==> src/rtl/md2_pkg.sv <==
`timescale 1ns / 1ps
// Shared types, constants and the substitution table of the MD2 digest unit.
// Used by md2_ctrl, md2_datapath and md2_message_digest_unit; depends on nothing.
package md2_pkg;

  localparam int BLK_BYTES  = 16;   // bytes in one message block
  localparam int WORK_BYTES = 48;   // bytes in the mixing array
  localparam int ROUNDS     = 18;   // mixing rounds per block

  localparam int FILL_W  = $clog2(BLK_BYTES);
  localparam int PAD_W   = $clog2(BLK_BYTES) + 1;
  localparam int STEP_W  = $clog2(WORK_BYTES);
  localparam int ROUND_W = $clog2(ROUNDS);

  localparam logic [STEP_W-1:0]  STEP_LAST  = STEP_W'(WORK_BYTES - 1);
  localparam logic [ROUND_W-1:0] ROUND_LAST = ROUND_W'(ROUNDS - 1);
  localparam logic [FILL_W-1:0]  BYTE_LAST  = FILL_W'(BLK_BYTES - 1);

  localparam logic [7:0] SBOX [256] = '{
    8'h29, 8'h2E, 8'h43, 8'hC9, 8'hA2, 8'hD8, 8'h7C, 8'h01,
    8'h3D, 8'h36, 8'h54, 8'hA1, 8'hEC, 8'hF0, 8'h06, 8'h13,
    8'h62, 8'hA7, 8'h05, 8'hF3, 8'hC0, 8'hC7, 8'h73, 8'h8C,
    8'h98, 8'h93, 8'h2B, 8'hD9, 8'hBC, 8'h4C, 8'h82, 8'hCA,
    8'h1E, 8'h9B, 8'h57, 8'h3C, 8'hFD, 8'hD4, 8'hE0, 8'h16,
    8'h67, 8'h42, 8'h6F, 8'h18, 8'h8A, 8'h17, 8'hE5, 8'h12,
    8'hBE, 8'h4E, 8'hC4, 8'hD6, 8'hDA, 8'h9E, 8'hDE, 8'h49,
    8'hA0, 8'hFB, 8'hF5, 8'h8E, 8'hBB, 8'h2F, 8'hEE, 8'h7A,
    8'hA9, 8'h68, 8'h79, 8'h91, 8'h15, 8'hB2, 8'h07, 8'h3F,
    8'h94, 8'hC2, 8'h10, 8'h89, 8'h0B, 8'h22, 8'h5F, 8'h21,
    8'h80, 8'h7F, 8'h5D, 8'h9A, 8'h5A, 8'h90, 8'h32, 8'h27,
    8'h35, 8'h3E, 8'hCC, 8'hE7, 8'hBF, 8'hF7, 8'h97, 8'h03,
    8'hFF, 8'h19, 8'h30, 8'hB3, 8'h48, 8'hA5, 8'hB5, 8'hD1,
    8'hD7, 8'h5E, 8'h92, 8'h2A, 8'hAC, 8'h56, 8'hAA, 8'hC6,
    8'h4F, 8'hB8, 8'h38, 8'hD2, 8'h96, 8'hA4, 8'h7D, 8'hB6,
    8'h76, 8'hFC, 8'h6B, 8'hE2, 8'h9C, 8'h74, 8'h04, 8'hF1,
    8'h45, 8'h9D, 8'h70, 8'h59, 8'h64, 8'h71, 8'h87, 8'h20,
    8'h86, 8'h5B, 8'hCF, 8'h65, 8'hE6, 8'h2D, 8'hA8, 8'h02,
    8'h1B, 8'h60, 8'h25, 8'hAD, 8'hAE, 8'hB0, 8'hB9, 8'hF6,
    8'h1C, 8'h46, 8'h61, 8'h69, 8'h34, 8'h40, 8'h7E, 8'h0F,
    8'h55, 8'h47, 8'hA3, 8'h23, 8'hDD, 8'h51, 8'hAF, 8'h3A,
    8'hC3, 8'h5C, 8'hF9, 8'hCE, 8'hBA, 8'hC5, 8'hEA, 8'h26,
    8'h2C, 8'h53, 8'h0D, 8'h6E, 8'h85, 8'h28, 8'h84, 8'h09,
    8'hD3, 8'hDF, 8'hCD, 8'hF4, 8'h41, 8'h81, 8'h4D, 8'h52,
    8'h6A, 8'hDC, 8'h37, 8'hC8, 8'h6C, 8'hC1, 8'hAB, 8'hFA,
    8'h24, 8'hE1, 8'h7B, 8'h08, 8'h0C, 8'hBD, 8'hB1, 8'h4A,
    8'h78, 8'h88, 8'h95, 8'h8B, 8'hE3, 8'h63, 8'hE8, 8'h6D,
    8'hE9, 8'hCB, 8'hD5, 8'hFE, 8'h3B, 8'h00, 8'h1D, 8'h39,
    8'hF2, 8'hEF, 8'hB7, 8'h0E, 8'h66, 8'h58, 8'hD0, 8'hE4,
    8'hA6, 8'h77, 8'h72, 8'hF8, 8'hEB, 8'h75, 8'h4B, 8'h0A,
    8'h31, 8'h44, 8'h50, 8'hB4, 8'h8F, 8'hED, 8'h1F, 8'h1A,
    8'hDB, 8'h99, 8'h8D, 8'h33, 8'h9F, 8'h11, 8'h83, 8'h14
  };

  typedef enum logic [3:0] {
    ST_IDLE,
    ST_LOAD_MSG,
    ST_MIX_MSG,
    ST_PAD,
    ST_LOAD_PAD,
    ST_MIX_PAD,
    ST_LOAD_CS,
    ST_MIX_CS,
    ST_EMIT
  } md2_state_t;

  typedef struct packed {
    logic               shift_in;    // shift a byte into the block buffer
    logic               pad_sel;     // shifted byte is the pad value
    logic               pad_latch;   // capture pad length from the next fill
    logic               load;        // load the mixing array
    logic               load_cs;     // load from the checksum, not the buffer
    logic               mix;         // one mixing step
    logic               round_end;   // last step of a round
    logic [ROUND_W-1:0] round_idx;   // round number added at round end
    logic               cs_upd;      // one checksum step
    logic               emit_shift;  // advance to the next digest byte
    logic               clear;       // back to the all-zero start state
  } md2_cmd_t;

  typedef struct packed {
    logic fill_full;                 // fifteen bytes held, next one completes
  } md2_stat_t;

endpackage

==> src/rtl/md2_message_digest_unit.sv <==
`timescale 1ns / 1ps
// Top level of the MD2 message digest unit: controller plus datapath.
// Depends on md2_pkg, md2_ctrl and md2_datapath.
//
// Usage
//   Input channel (in_valid / in_stall): each beat carries an optional
//   message byte (in_data_byte, taken when in_byte_valid is high) and an
//   optional end-of-message mark (in_finish). A byte and a finish in one
//   beat absorb the byte first, then close the message.
//   Output channel (out_valid / out_stall): after a finish, sixteen beats
//   carry the digest, byte 0 first; out_digest_last marks the sixteenth.
//   The unit then returns to the all-zero start state for a new message.
// Stalls and block processing
//   A beat that does not complete a block is taken without a stall. A beat that
//   completes a 16-byte block stalls the input for a load and a transform: the
//   48-byte mixing array runs 18 rounds at one S-box lookup per cycle, and
//   this serial loop sets the rate. A finish adds pad bytes up to the block
//   end, two loads and two transforms (padded block, then checksum), plus one
//   more block transform when the finishing beat itself fills a block; then
//   the digest beats.
// Reset and flow control
//   rst_n (synchronous, active low) clears chain state, checksum and fill
//   count. The input side is stalled whenever the unit is not idle: through
//   loads, transforms, padding and digest beats; a stalled digest beat holds.
module md2_message_digest_unit (
  input  logic       clk,
  input  logic       rst_n,
  input  logic       in_valid,
  output logic       in_stall,
  input  logic [7:0] in_data_byte,
  input  logic       in_byte_valid,
  input  logic       in_finish,
  output logic       out_valid,
  input  logic       out_stall,
  output logic [7:0] out_digest_byte,
  output logic       out_digest_last
);
  import md2_pkg::*;

  md2_cmd_t  cmd;    // controller to datapath
  md2_stat_t stat;   // datapath to controller

  // Sequence block fills, transforms and digest beats
  md2_ctrl u_ctrl (
    .clk             (clk),
    .rst_n           (rst_n),
    .in_valid        (in_valid),
    .in_byte_valid   (in_byte_valid),
    .in_finish       (in_finish),
    .in_stall        (in_stall),
    .out_valid       (out_valid),
    .out_stall       (out_stall),
    .out_digest_last (out_digest_last),
    .stat            (stat),
    .cmd             (cmd)
  );

  // Hold the message block, mixing array and checksum; the digest byte
  // comes straight from the head of the mixing array register.
  md2_datapath u_datapath (
    .clk         (clk),
    .rst_n       (rst_n),
    .cmd         (cmd),
    .data_byte   (in_data_byte),
    .stat        (stat),
    .digest_byte (out_digest_byte)
  );

endmodule

==> src/rtl/md2_datapath.sv <==
`timescale 1ns / 1ps
// Datapath of the MD2 digest unit: block buffer, rotating 48-byte mixing array,
// rotating checksum and fill count. Depends on md2_pkg.
module md2_datapath (
  input  logic              clk,
  input  logic              rst_n,
  input  md2_pkg::md2_cmd_t cmd,
  input  logic [7:0]        data_byte,
  output md2_pkg::md2_stat_t stat,
  output logic [7:0]        digest_byte
);
  import md2_pkg::*;

  logic [7:0]        work_r [WORK_BYTES];
  logic [7:0]        work_nxt [WORK_BYTES];
  logic [7:0]        blk_r [BLK_BYTES];
  logic [7:0]        blk_nxt [BLK_BYTES];
  logic [7:0]        cs_r [BLK_BYTES];
  logic [7:0]        cs_nxt [BLK_BYTES];
  logic [7:0]        load_src [BLK_BYTES];
  logic [7:0]        acc_r, acc_nxt;
  logic [7:0]        cacc_r, cacc_nxt;
  logic [FILL_W-1:0] fill_r, fill_nxt;
  logic [PAD_W-1:0]  pad_r, pad_nxt;
  logic [7:0]        in_byte;
  logic [7:0]        mix_byte;
  logic [7:0]        cs_byte;

  // Array rotates one byte per step, so position BLK_BYTES holds the
  // untouched block byte i during the first sixteen steps of round zero.
  always_comb begin
    in_byte  = cmd.pad_sel ? 8'(pad_r) : data_byte;
    mix_byte = work_r[0] ^ SBOX[acc_r];
    cs_byte  = cs_r[0] ^ SBOX[work_r[BLK_BYTES] ^ cacc_r];
    for (int i = 0; i < BLK_BYTES; i++) begin
      load_src[i] = cmd.load_cs ? cs_r[i] : blk_r[i];
    end

    work_nxt = work_r;
    blk_nxt  = blk_r;
    cs_nxt   = cs_r;
    acc_nxt  = acc_r;
    cacc_nxt = cacc_r;
    fill_nxt = fill_r;
    pad_nxt  = pad_r;

    if (cmd.shift_in) begin
      for (int i = 0; i < BLK_BYTES - 1; i++) begin
        blk_nxt[i] = blk_r[i + 1];
      end
      blk_nxt[BLK_BYTES-1] = in_byte;
      fill_nxt = fill_r + 1'b1;
    end
    if (cmd.pad_latch) begin
      pad_nxt = PAD_W'(BLK_BYTES) - {1'b0, fill_nxt};
    end

    if (cmd.load) begin
      for (int i = 0; i < BLK_BYTES; i++) begin
        work_nxt[BLK_BYTES + i]     = load_src[i];
        work_nxt[2 * BLK_BYTES + i] = work_r[i] ^ load_src[i];
      end
      acc_nxt  = 8'h00;
      cacc_nxt = cs_r[BLK_BYTES-1];
    end

    if (cmd.mix || cmd.emit_shift) begin
      for (int i = 0; i < WORK_BYTES - 1; i++) begin
        work_nxt[i] = work_r[i + 1];
      end
      work_nxt[WORK_BYTES-1] = cmd.mix ? mix_byte : work_r[0];
    end
    if (cmd.mix) begin
      acc_nxt = cmd.round_end ? mix_byte + 8'(cmd.round_idx) : mix_byte;
    end

    if (cmd.cs_upd) begin
      for (int i = 0; i < BLK_BYTES - 1; i++) begin
        cs_nxt[i] = cs_r[i + 1];
      end
      cs_nxt[BLK_BYTES-1] = cs_byte;
      cacc_nxt = cs_byte;
    end

    if (cmd.clear) begin
      for (int i = 0; i < WORK_BYTES; i++) begin
        work_nxt[i] = 8'h00;
      end
      for (int i = 0; i < BLK_BYTES; i++) begin
        cs_nxt[i] = 8'h00;
      end
      fill_nxt = '0;
    end
  end

  always_ff @(posedge clk) begin
    if (!rst_n) begin
      for (int i = 0; i < WORK_BYTES; i++) begin
        work_r[i] <= 8'h00;
      end
      for (int i = 0; i < BLK_BYTES; i++) begin
        cs_r[i] <= 8'h00;
      end
      fill_r <= '0;
    end else begin
      work_r <= work_nxt;
      cs_r   <= cs_nxt;
      fill_r <= fill_nxt;
    end
  end

  always_ff @(posedge clk) begin
    blk_r  <= blk_nxt;
    acc_r  <= acc_nxt;
    cacc_r <= cacc_nxt;
    pad_r  <= pad_nxt;
  end

  assign stat.fill_full = (fill_r == BYTE_LAST);
  assign digest_byte    = work_r[0];

  // A block is loaded only once the buffer has wrapped back to empty.
  a_load_on_empty: assert property (@(posedge clk) disable iff (!rst_n)
    cmd.load |-> fill_r == '0)
    else $error("mixing array loaded with a partly filled buffer");

  // Filling and mixing never overlap.
  a_no_fill_in_mix: assert property (@(posedge clk) disable iff (!rst_n)
    cmd.mix |-> !cmd.shift_in && !cmd.load)
    else $error("buffer or array load during a mixing step");

endmodule

==> src/rtl/md2_ctrl.sv <==
`timescale 1ns / 1ps
// Controller of the MD2 digest unit: state machine, step and round counters,
// digest beat counter and both channel handshakes. Depends on md2_pkg.
module md2_ctrl (
  input  logic               clk,
  input  logic               rst_n,
  input  logic               in_valid,
  input  logic               in_byte_valid,
  input  logic               in_finish,
  output logic               in_stall,
  output logic               out_valid,
  input  logic               out_stall,
  output logic               out_digest_last,
  input  md2_pkg::md2_stat_t stat,
  output md2_pkg::md2_cmd_t  cmd
);
  import md2_pkg::*;

  md2_state_t         state_r, state_nxt;
  logic [STEP_W-1:0]  step_r, step_nxt;
  logic [ROUND_W-1:0] round_r, round_nxt;
  logic [FILL_W-1:0]  emit_r, emit_nxt;
  logic               fin_pend_r, fin_pend_nxt;
  logic               in_acc;
  logic               out_acc;
  logic               mix_last;
  logic               emit_last;
  logic               mixing;

  assign in_acc    = in_valid && (state_r == ST_IDLE);
  assign out_acc   = out_valid && !out_stall;
  assign mix_last  = (step_r == STEP_LAST) && (round_r == ROUND_LAST);
  assign emit_last = (emit_r == BYTE_LAST);
  assign mixing    = (state_r == ST_MIX_MSG) || (state_r == ST_MIX_PAD) ||
                     (state_r == ST_MIX_CS);

  // Next state
  always_comb begin
    state_nxt    = state_r;
    fin_pend_nxt = fin_pend_r;
    case (state_r)
      ST_IDLE: begin
        if (in_acc) begin
          if (in_byte_valid && stat.fill_full) begin
            state_nxt    = ST_LOAD_MSG;
            fin_pend_nxt = in_finish;
          end else if (in_finish) begin
            state_nxt = ST_PAD;
          end
        end
      end
      ST_LOAD_MSG: state_nxt = ST_MIX_MSG;
      ST_MIX_MSG: begin
        if (mix_last) begin
          state_nxt    = fin_pend_r ? ST_PAD : ST_IDLE;
          fin_pend_nxt = 1'b0;
        end
      end
      ST_PAD: begin
        if (stat.fill_full) begin
          state_nxt = ST_LOAD_PAD;
        end
      end
      ST_LOAD_PAD: state_nxt = ST_MIX_PAD;
      ST_MIX_PAD: begin
        if (mix_last) begin
          state_nxt = ST_LOAD_CS;
        end
      end
      ST_LOAD_CS: state_nxt = ST_MIX_CS;
      ST_MIX_CS: begin
        if (mix_last) begin
          state_nxt = ST_EMIT;
        end
      end
      ST_EMIT: begin
        if (out_acc && emit_last) begin
          state_nxt = ST_IDLE;
        end
      end
      default: state_nxt = ST_IDLE;
    endcase
  end

  // Step, round and beat counters
  always_comb begin
    step_nxt  = '0;
    round_nxt = '0;
    emit_nxt  = '0;
    if (mixing) begin
      step_nxt  = (step_r == STEP_LAST) ? '0 : step_r + 1'b1;
      round_nxt = (step_r == STEP_LAST) ? round_r + 1'b1 : round_r;
    end
    if (state_r == ST_EMIT) begin
      emit_nxt = out_acc ? emit_r + 1'b1 : emit_r;
    end
  end

  // Outputs
  always_comb begin
    cmd             = '0;
    in_stall        = 1'b1;
    out_valid       = 1'b0;
    out_digest_last = 1'b0;
    case (state_r)
      ST_IDLE: begin
        in_stall      = 1'b0;
        cmd.shift_in  = in_acc && in_byte_valid;
        cmd.pad_latch = in_acc && in_finish && !(in_byte_valid && stat.fill_full);
      end
      ST_LOAD_MSG, ST_LOAD_PAD: begin
        cmd.load = 1'b1;
      end
      ST_LOAD_CS: begin
        cmd.load    = 1'b1;
        cmd.load_cs = 1'b1;
      end
      ST_MIX_MSG, ST_MIX_PAD, ST_MIX_CS: begin
        cmd.mix       = 1'b1;
        cmd.round_end = (step_r == STEP_LAST);
        cmd.round_idx = round_r;
        cmd.cs_upd    = (state_r != ST_MIX_CS) && (round_r == '0) &&
                        (step_r < STEP_W'(BLK_BYTES));
        cmd.pad_latch = (state_r == ST_MIX_MSG) && mix_last && fin_pend_r;
      end
      ST_PAD: begin
        cmd.shift_in = 1'b1;
        cmd.pad_sel  = 1'b1;
      end
      ST_EMIT: begin
        out_valid       = 1'b1;
        out_digest_last = emit_last;
        cmd.emit_shift  = out_acc;
        cmd.clear       = out_acc && emit_last;
      end
      default: begin
        in_stall = 1'b1;
      end
    endcase
  end

  always_ff @(posedge clk) begin
    if (!rst_n) begin
      state_r    <= ST_IDLE;
      step_r     <= '0;
      round_r    <= '0;
      emit_r     <= '0;
      fin_pend_r <= 1'b0;
    end else begin
      state_r    <= state_nxt;
      step_r     <= step_nxt;
      round_r    <= round_nxt;
      emit_r     <= emit_nxt;
      fin_pend_r <= fin_pend_nxt;
    end
  end

  // Digest beats start only after the checksum block has been mixed.
  a_emit_after_cs: assert property (@(posedge clk) disable iff (!rst_n)
    $rose(state_r == ST_EMIT) |-> $past(state_r == ST_MIX_CS))
    else $error("digest output started without the checksum transform");

  // The last digest beat frees the input side on the next cycle.
  a_idle_after_last: assert property (@(posedge clk) disable iff (!rst_n)
    out_acc && out_digest_last |=> !in_stall && !out_valid)
    else $error("block not idle after the final digest beat");

  // Input and output sides are never open together.
  a_one_side: assert property (@(posedge clk) disable iff (!rst_n)
    !(out_valid && !in_stall))
    else $error("input accepted while a digest is being delivered");

endmodule
==> config.mk <==
export PLATFORM = sky130hd
export DESIGN_NAME = md2_message_digest_unit
export DESIGN_NICKNAME = d
export VERILOG_FILES = /design/src/rtl/md2_pkg.sv /design/src/rtl/md2_message_digest_unit.sv /design/src/rtl/md2_datapath.sv /design/src/rtl/md2_ctrl.sv
export SDC_FILE = /design/constraint.sdc
export NUM_CORES = 2
export LEC_CHECK = 0
export BUFFER_PORTS_ARGS = -buffer_cell sky130_fd_sc_hd__buf_2
export CORE_ASPECT_RATIO = 0.8
export CORE_UTILIZATION = 62
export DETAILED_ROUTE_END_ITERATION = 8
export PLACE_DENSITY_LB_ADDON = 0.12
export SYNTH_ARGS = -nofsm -noshare
export SYNTH_HDL_FRONTEND = slang
export SYNTH_SLANG_ARGS = --single-unit
export TNS_END_PERCENT = 30
==> constraint.sdc <==
create_clock -name clk -period 9.6 [get_ports clk]
set_clock_uncertainty 0.15 [all_clocks]
set_input_delay 1.44 -clock clk [delete_from_list [all_inputs] [get_ports clk]]
set_output_delay 1.44 -clock clk [all_outputs]
set_load 0.01 [all_outputs]
# Yosys cells after proc, flatten, opt, wreduce, memory -nomap -nowiden
# Memories as Yosys holds them, arrays and structs flattened.
# Index checks and enable logic that the tools add are counted.
# word_totals
latchBits	0
romBits	4096
regBits	685
memories	2
mem_bits_rw	0
in_bits	14
# classes
order_cmp	3
muxes	54
n_reduce_logical	31
shift	0
addsub	6
n_bitwise	23
eq_ne	21
div_mod_pow	0
n_mul	0
# memory_table
name	words	width	rd	rd_clocked_by_memory_dff	wr	line	text
(name not given)	256	8	1	0	0	md2_datapath.sv:33	mix_byte = work_r[0] ^ SBOX[acc_r];
(name not given)	256	8	1	0	0	md2_datapath.sv:34	cs_byte = cs_r[0] ^ SBOX[work_r[BLK_BYTES] ^ cacc_r];
# ops
cell	n
$mux W256	2
$mux W8	27
$xor A8 B8 Y8	19
$mux W4	9
$pmux W4 S9	1
$ge A9 B9 Y1 const B	2
$not A8 Y9	2
$eq A4 B3 Y1 const B	4
$eq A4 B4 Y1 const B	3
$logic_and A1 B1 Y1	12
$ne A2 B1 Y1 const B	6
$mux W1	9
$reduce_or A3 Y1	3
$add A4 B1 Y4 const B	2
$add A8 B5 Y8	1
$eq A4 B2 Y1 const B	2
$reduce_bool A2 Y1	4
$reduce_and A7 Y1	1
$add A6 B1 Y6 const B	1
$eq A6 B6 Y1 const B	1
$lt A6 B5 Y1 const B	1
$pmux W1 S2	3
$add A5 B1 Y5 const B	1
$eq A5 B5 Y1 const B	1
15 further kinds	21

# Longest topological paths before layout
# depth
ltp_word	8
ltp_mapped	22

# Modules after synthesis
# Synthesis repeated with hierarchy kept, for this count alone.
# hier_totals
cells_unflattened	4057
area_unflattened_um2	35781.8
# by_module_without_submodules
module	instances	area_each_um2	cells_each
md2_datapath	1	34556.9	3916
md2_ctrl	1	1224.9	141

# Worst setup path before layout
# No wires, ideal clock.
# synth_timing
path_kind	input to register
startpoint	in in_valid
endpoint	reg u_datapath.pad_r[2], data pin
setup_time_ps	271
path_buffers	0
path_stages	5
arrival_time_ps	5274
path_slack_ps	3906
required_ps	9179
path_cell_list	and2_1 -> a21o_1 -> xnor2_1 -> ha_1 -> xor2_1
# synth_rtl
element	line	text
start, declared	md2_message_digest_unit.sv:28	input logic in_valid,
end signal, assigned	md2_datapath.sv:116	pad_r <= pad_nxt;
end, declared	md2_datapath.sv:24	logic [PAD_W-1:0] pad_r, pad_nxt;

# Worst setup path after layout
# layout_timing
startpoint	reg u_datapath.acc_r[0]
endpoint	reg u_datapath.acc_r[6], data pin
# layout_via
elab_chain_cells	8
# layout_rtl
element	line	text
start, declared	md2_datapath.sv:21	logic [7:0] acc_r, acc_nxt;
start signal, assigned	md2_datapath.sv:114	acc_r <= acc_nxt;
$not A8 Y9 (not written as such) (*)	md2_datapath.sv:33	
$mem_v2 Z256 W8 (*)	n/a	
$mux W8 (not written as such) (*) (2 in a row)	md2_datapath.sv:33	
$xor A8 B8 Y8 (*)	md2_datapath.sv:33	
$add A8 B5 Y8	md2_datapath.sv:74	acc_nxt = cmd.round_end ? mix_byte + 8'(cmd.round_idx) : mix_byte;
$mux W8 (*)	md2_datapath.sv:74	
$mux W8 (*)	md2_datapath.sv:73	if (cmd.mix) begin
# Every way passes the cells marked *; elsewhere a longest branch is shown, timed or not. The select of a mux whose other input is x is not followed.
# A chain may end at the register's enable or synchronous reset.

==> results.cfg <==
[status]
status = finished clean

[placed_design]
finalWeightedCongestion = 1.051
port_buffers = 24
place_area_um2 = 35060
hpwlAfterDp_mm = 60.34

[cells_and_area]
fin_nets = 4084
final_cell_mix = nand2_1, dfxtp_1, a21oi_1, nor2_1, nor3_1
fill_cells = 4598
design_area_um2 = 37210
syn2layout_area_growth_pct = 6.492
layout-drive-gt1-share = 0.05750
postLayoutCoreUtil = 0.6706
mostFrequentLayoutCell = nand2_1
antenna_cells = 0

[detailed_routing]
wl_per_cell_um = 20.93
route.detailed.drc = 0
initialDrtViolationCount = 4035
drt_pre_antenna_iters = 7
drtAntennaViolNets = 0
via_per_inst = 6.459
dr_total_vias = 31240
routed_wl_mm = 101.2

[worst_hold_path]
hold_path_class = reg -> reg
hold_path_depth = 0

[critical_path]
crit_path_top_delay_cell = ha_1
worstPathArrival_ns = 5.77
cp-start-kind = flip-flop
crit_chain = buf_4 > inv_1 > ha_1 > nor2b_1 > o311a_1 > o31ai_1 > o221ai_1 > o21ai_0 > xor2_1 > inv_1 > ha_1 > inv_1 > fa_1 > nor2b_1 > o21ai_0 > nand2b_1 > a21oi_1 > nor2_1 > a21oi_1 > nor3_1
critPathMostFrequentCell = inv_1
crit_buf_inv = 4
cp.depth = 20
critical_path.endpoint_type = flip-flop
cp_slowest_stage_delay_ns = 1.01
critical_path.max_fanout = 25
worstSetupPathType = reg -> reg
rr_worst_depth = 20
crit_family = compound AO/OA/AOI/OAI gates
required_ns = 9.78

[die]
core-area_um2 = 55490
start_util = 0.6297
rows = 77
dieHeight_um = 214.3
die_area_um2 = 57320
die_w_um = 267.4
ios = 25

[logic_synthesis]
synth.cell_area_um2 = 34940
ys_seq_elements = 685
synthSimpleGateAreaFrac = 0.1936
synth_edf_count = 149
synth-xor-area-share = 0.04576
synthMuxAreaShare = 0.04934
synth_top_family_by_area = compound AO/OA/AOI/OAI gates
yosysWarnings = 0
synth_cells = 4274
syn-num-nets = 4325
ys_seq_area_frac = 0.4351
syn_avg_cell_area_um2 = 8.176
synth_compound_area_frac = 0.2122
synth_cell_types = 80
synthArstFlopShare = 0
synthAdderAreaFrac = 0.01375
synth_flop_cell = dfxtp_1

[clock_tree]
cts_setup_buffers = 0
clockBufferDepth = 3
cts_tree = built
cts_root_buf = clkbuf_16
clkTransAtPathRegs_ns = 0.06
cts_hold_buf = 0
clock_latency_ns = 0.60
htreeDepth = 3
cts.repair.resized = 0
clock_sinks = 685
cts_buffers = 67

[sta]
worstMarginPinSlew_ns = 1.306
fin_crit_sh = 0.5824
hold_slack_ns = 0.2871
slew_viol_final = 0
setup_viol = 0
rsz0062_at_grt = no
relSlewSlack = 0.1068
finalCriticalPeriod_ns = 5.591
hold_viol_final = 0
finalSetupTns_ns = 0
fmax_ghz = 0.1789

[job]
max_cap_violations = 0

[power_and_ir_drop]
powerDensity_nw_per_um2 = 424.3
peakVddDrop_uv = 391.1
finalPower_uw = 15790
p_leak_uw = 0.01292

[global_route]
grt_max_degree = 239
grt_usage = 0.3455
grt_pass1_vias = 28510
antenna_found_initial = 1
grt_overflow = 0
grt_pass1_wl_mm = 160.1
[final cells by class]
cell class              instances  area, um2  share of cell area
clock buffers                 103       1916             0.05148
clock inverters                20      240.2            0.006456
inverters                      30      112.6            0.003026
multi-input cells            3164      18130              0.4873
flip-flops and latches        685      15200              0.4086
well taps                     750      938.4             0.02522
repair buffers                 85      665.6             0.01789
[cells in the mapped netlist, types with 10 or more instances]
master,number,area (um2)
nand3_1,53,265.3
o31ai_1,11,82.58
and3_1,10,62.56
buf_1,14,52.55
nand2b_1,25,156.4
nor2b_1,32,200.2
o311ai_0,19,166.4
inv_1,25,93.84
edfxtp_1,149,4474
nor2_1,371,1393
a211oi_1,161,1209
a21oi_1,494,2472
o211ai_1,156,1171
nand2_1,882,3311
xor2_1,148,1296
o221ai_1,12,105.1
and2_1,14,87.58
nor3_1,176,880.8
o21ai_0,111,555.5
o21a_1,10,75.07
buf_2,60,300.3
a311oi_1,28,245.2
clkbuf_1,301,1130
a221oi_1,25,219.0
or3_1,15,93.84
ha_1,36,450.4
xnor2_1,29,254.0
buf_4,17,127.6
mux2i_1,143,1431
o311a_1,11,110.1
a31oi_1,29,181.4
dfxtp_1,536,10730
mux4_2,10,225.2
o22ai_1,14,87.58
[through the flow]
| step | setup WS [ns] | cells |
|---|---|---|
| floorplan | 3.906 | 4274 |
| global placement | 4.356 | 4714 |
| detailed placement | 4.196 | 4714 |
| CTS | 4.171 | 4837 |
| global route | 3.606 | 4837 |
| finish | 4.009 | 4837 |
[per-layer routing]
metal / GRT usage / up-vias / share of wire
met2: 0.4976 / 1497 / 0.43
met3: 0.08567 / 221 / 0.10
li1: - / 14610 / -
met5: 0 / - / 0
met4: 0.09333 / 0 / 0.024
met1: 0.5122 / 14920 / 0.44
[report_power, final]
| group | internal (uW) | total, uW | leakage (uW) | switching (uW) |
|---|---|---|---|---|
| Combinational | 2700 | 9080 | 0.00611 | 6380 |
| Clock | 1500 | 2610 | 0.00105 | 1110 |
| Sequential | 3690 | 4100 | 0.00576 | 414 |
[cells by family after synthesis]
family / after synthesis
compound gates: 1165
xor+xnor: 180
fa+ha+maj: 38
buf+inv: 425
flops: 685
mux: 159
simple gates: 1622
[path summary, 6_finish.rpt]
kind	slack [ns]	endpoint	from
min	0.29	u_datapath.blk_r[66]$_DFFE_PP_	u_datapath.blk_r[58]$_DFFE_PP_
max	4.01	u_datapath.acc_r[6]$_SDFFCE_PP0P_	u_datapath.acc_r[0]$_SDFFCE_PP0P_
max reg2reg	4.01	u_datapath.acc_r[6]$_SDFFCE_PP0P_	u_datapath.acc_r[0]$_SDFFCE_PP0P_
min reg2reg	0.29	u_datapath.blk_r[66]$_DFFE_PP_	u_datapath.blk_r[58]$_DFFE_PP_
[registers in the layout (all words and copies together), names as in the netlist]
register                count
u_ctrl.emit_r               4
u_ctrl.fin_pend_r           1
u_ctrl.round_r              5
u_ctrl.state_r              4
u_ctrl.step_r               6
u_datapath.acc_r            8
u_datapath.blk_r          128
u_datapath.cacc_r           8
u_datapath.cs_r           128
u_datapath.digest_byte      8
u_datapath.fill_r           4
u_datapath.pad_r            5
u_datapath.work_r         376
(Power assumes the default switching activity.)
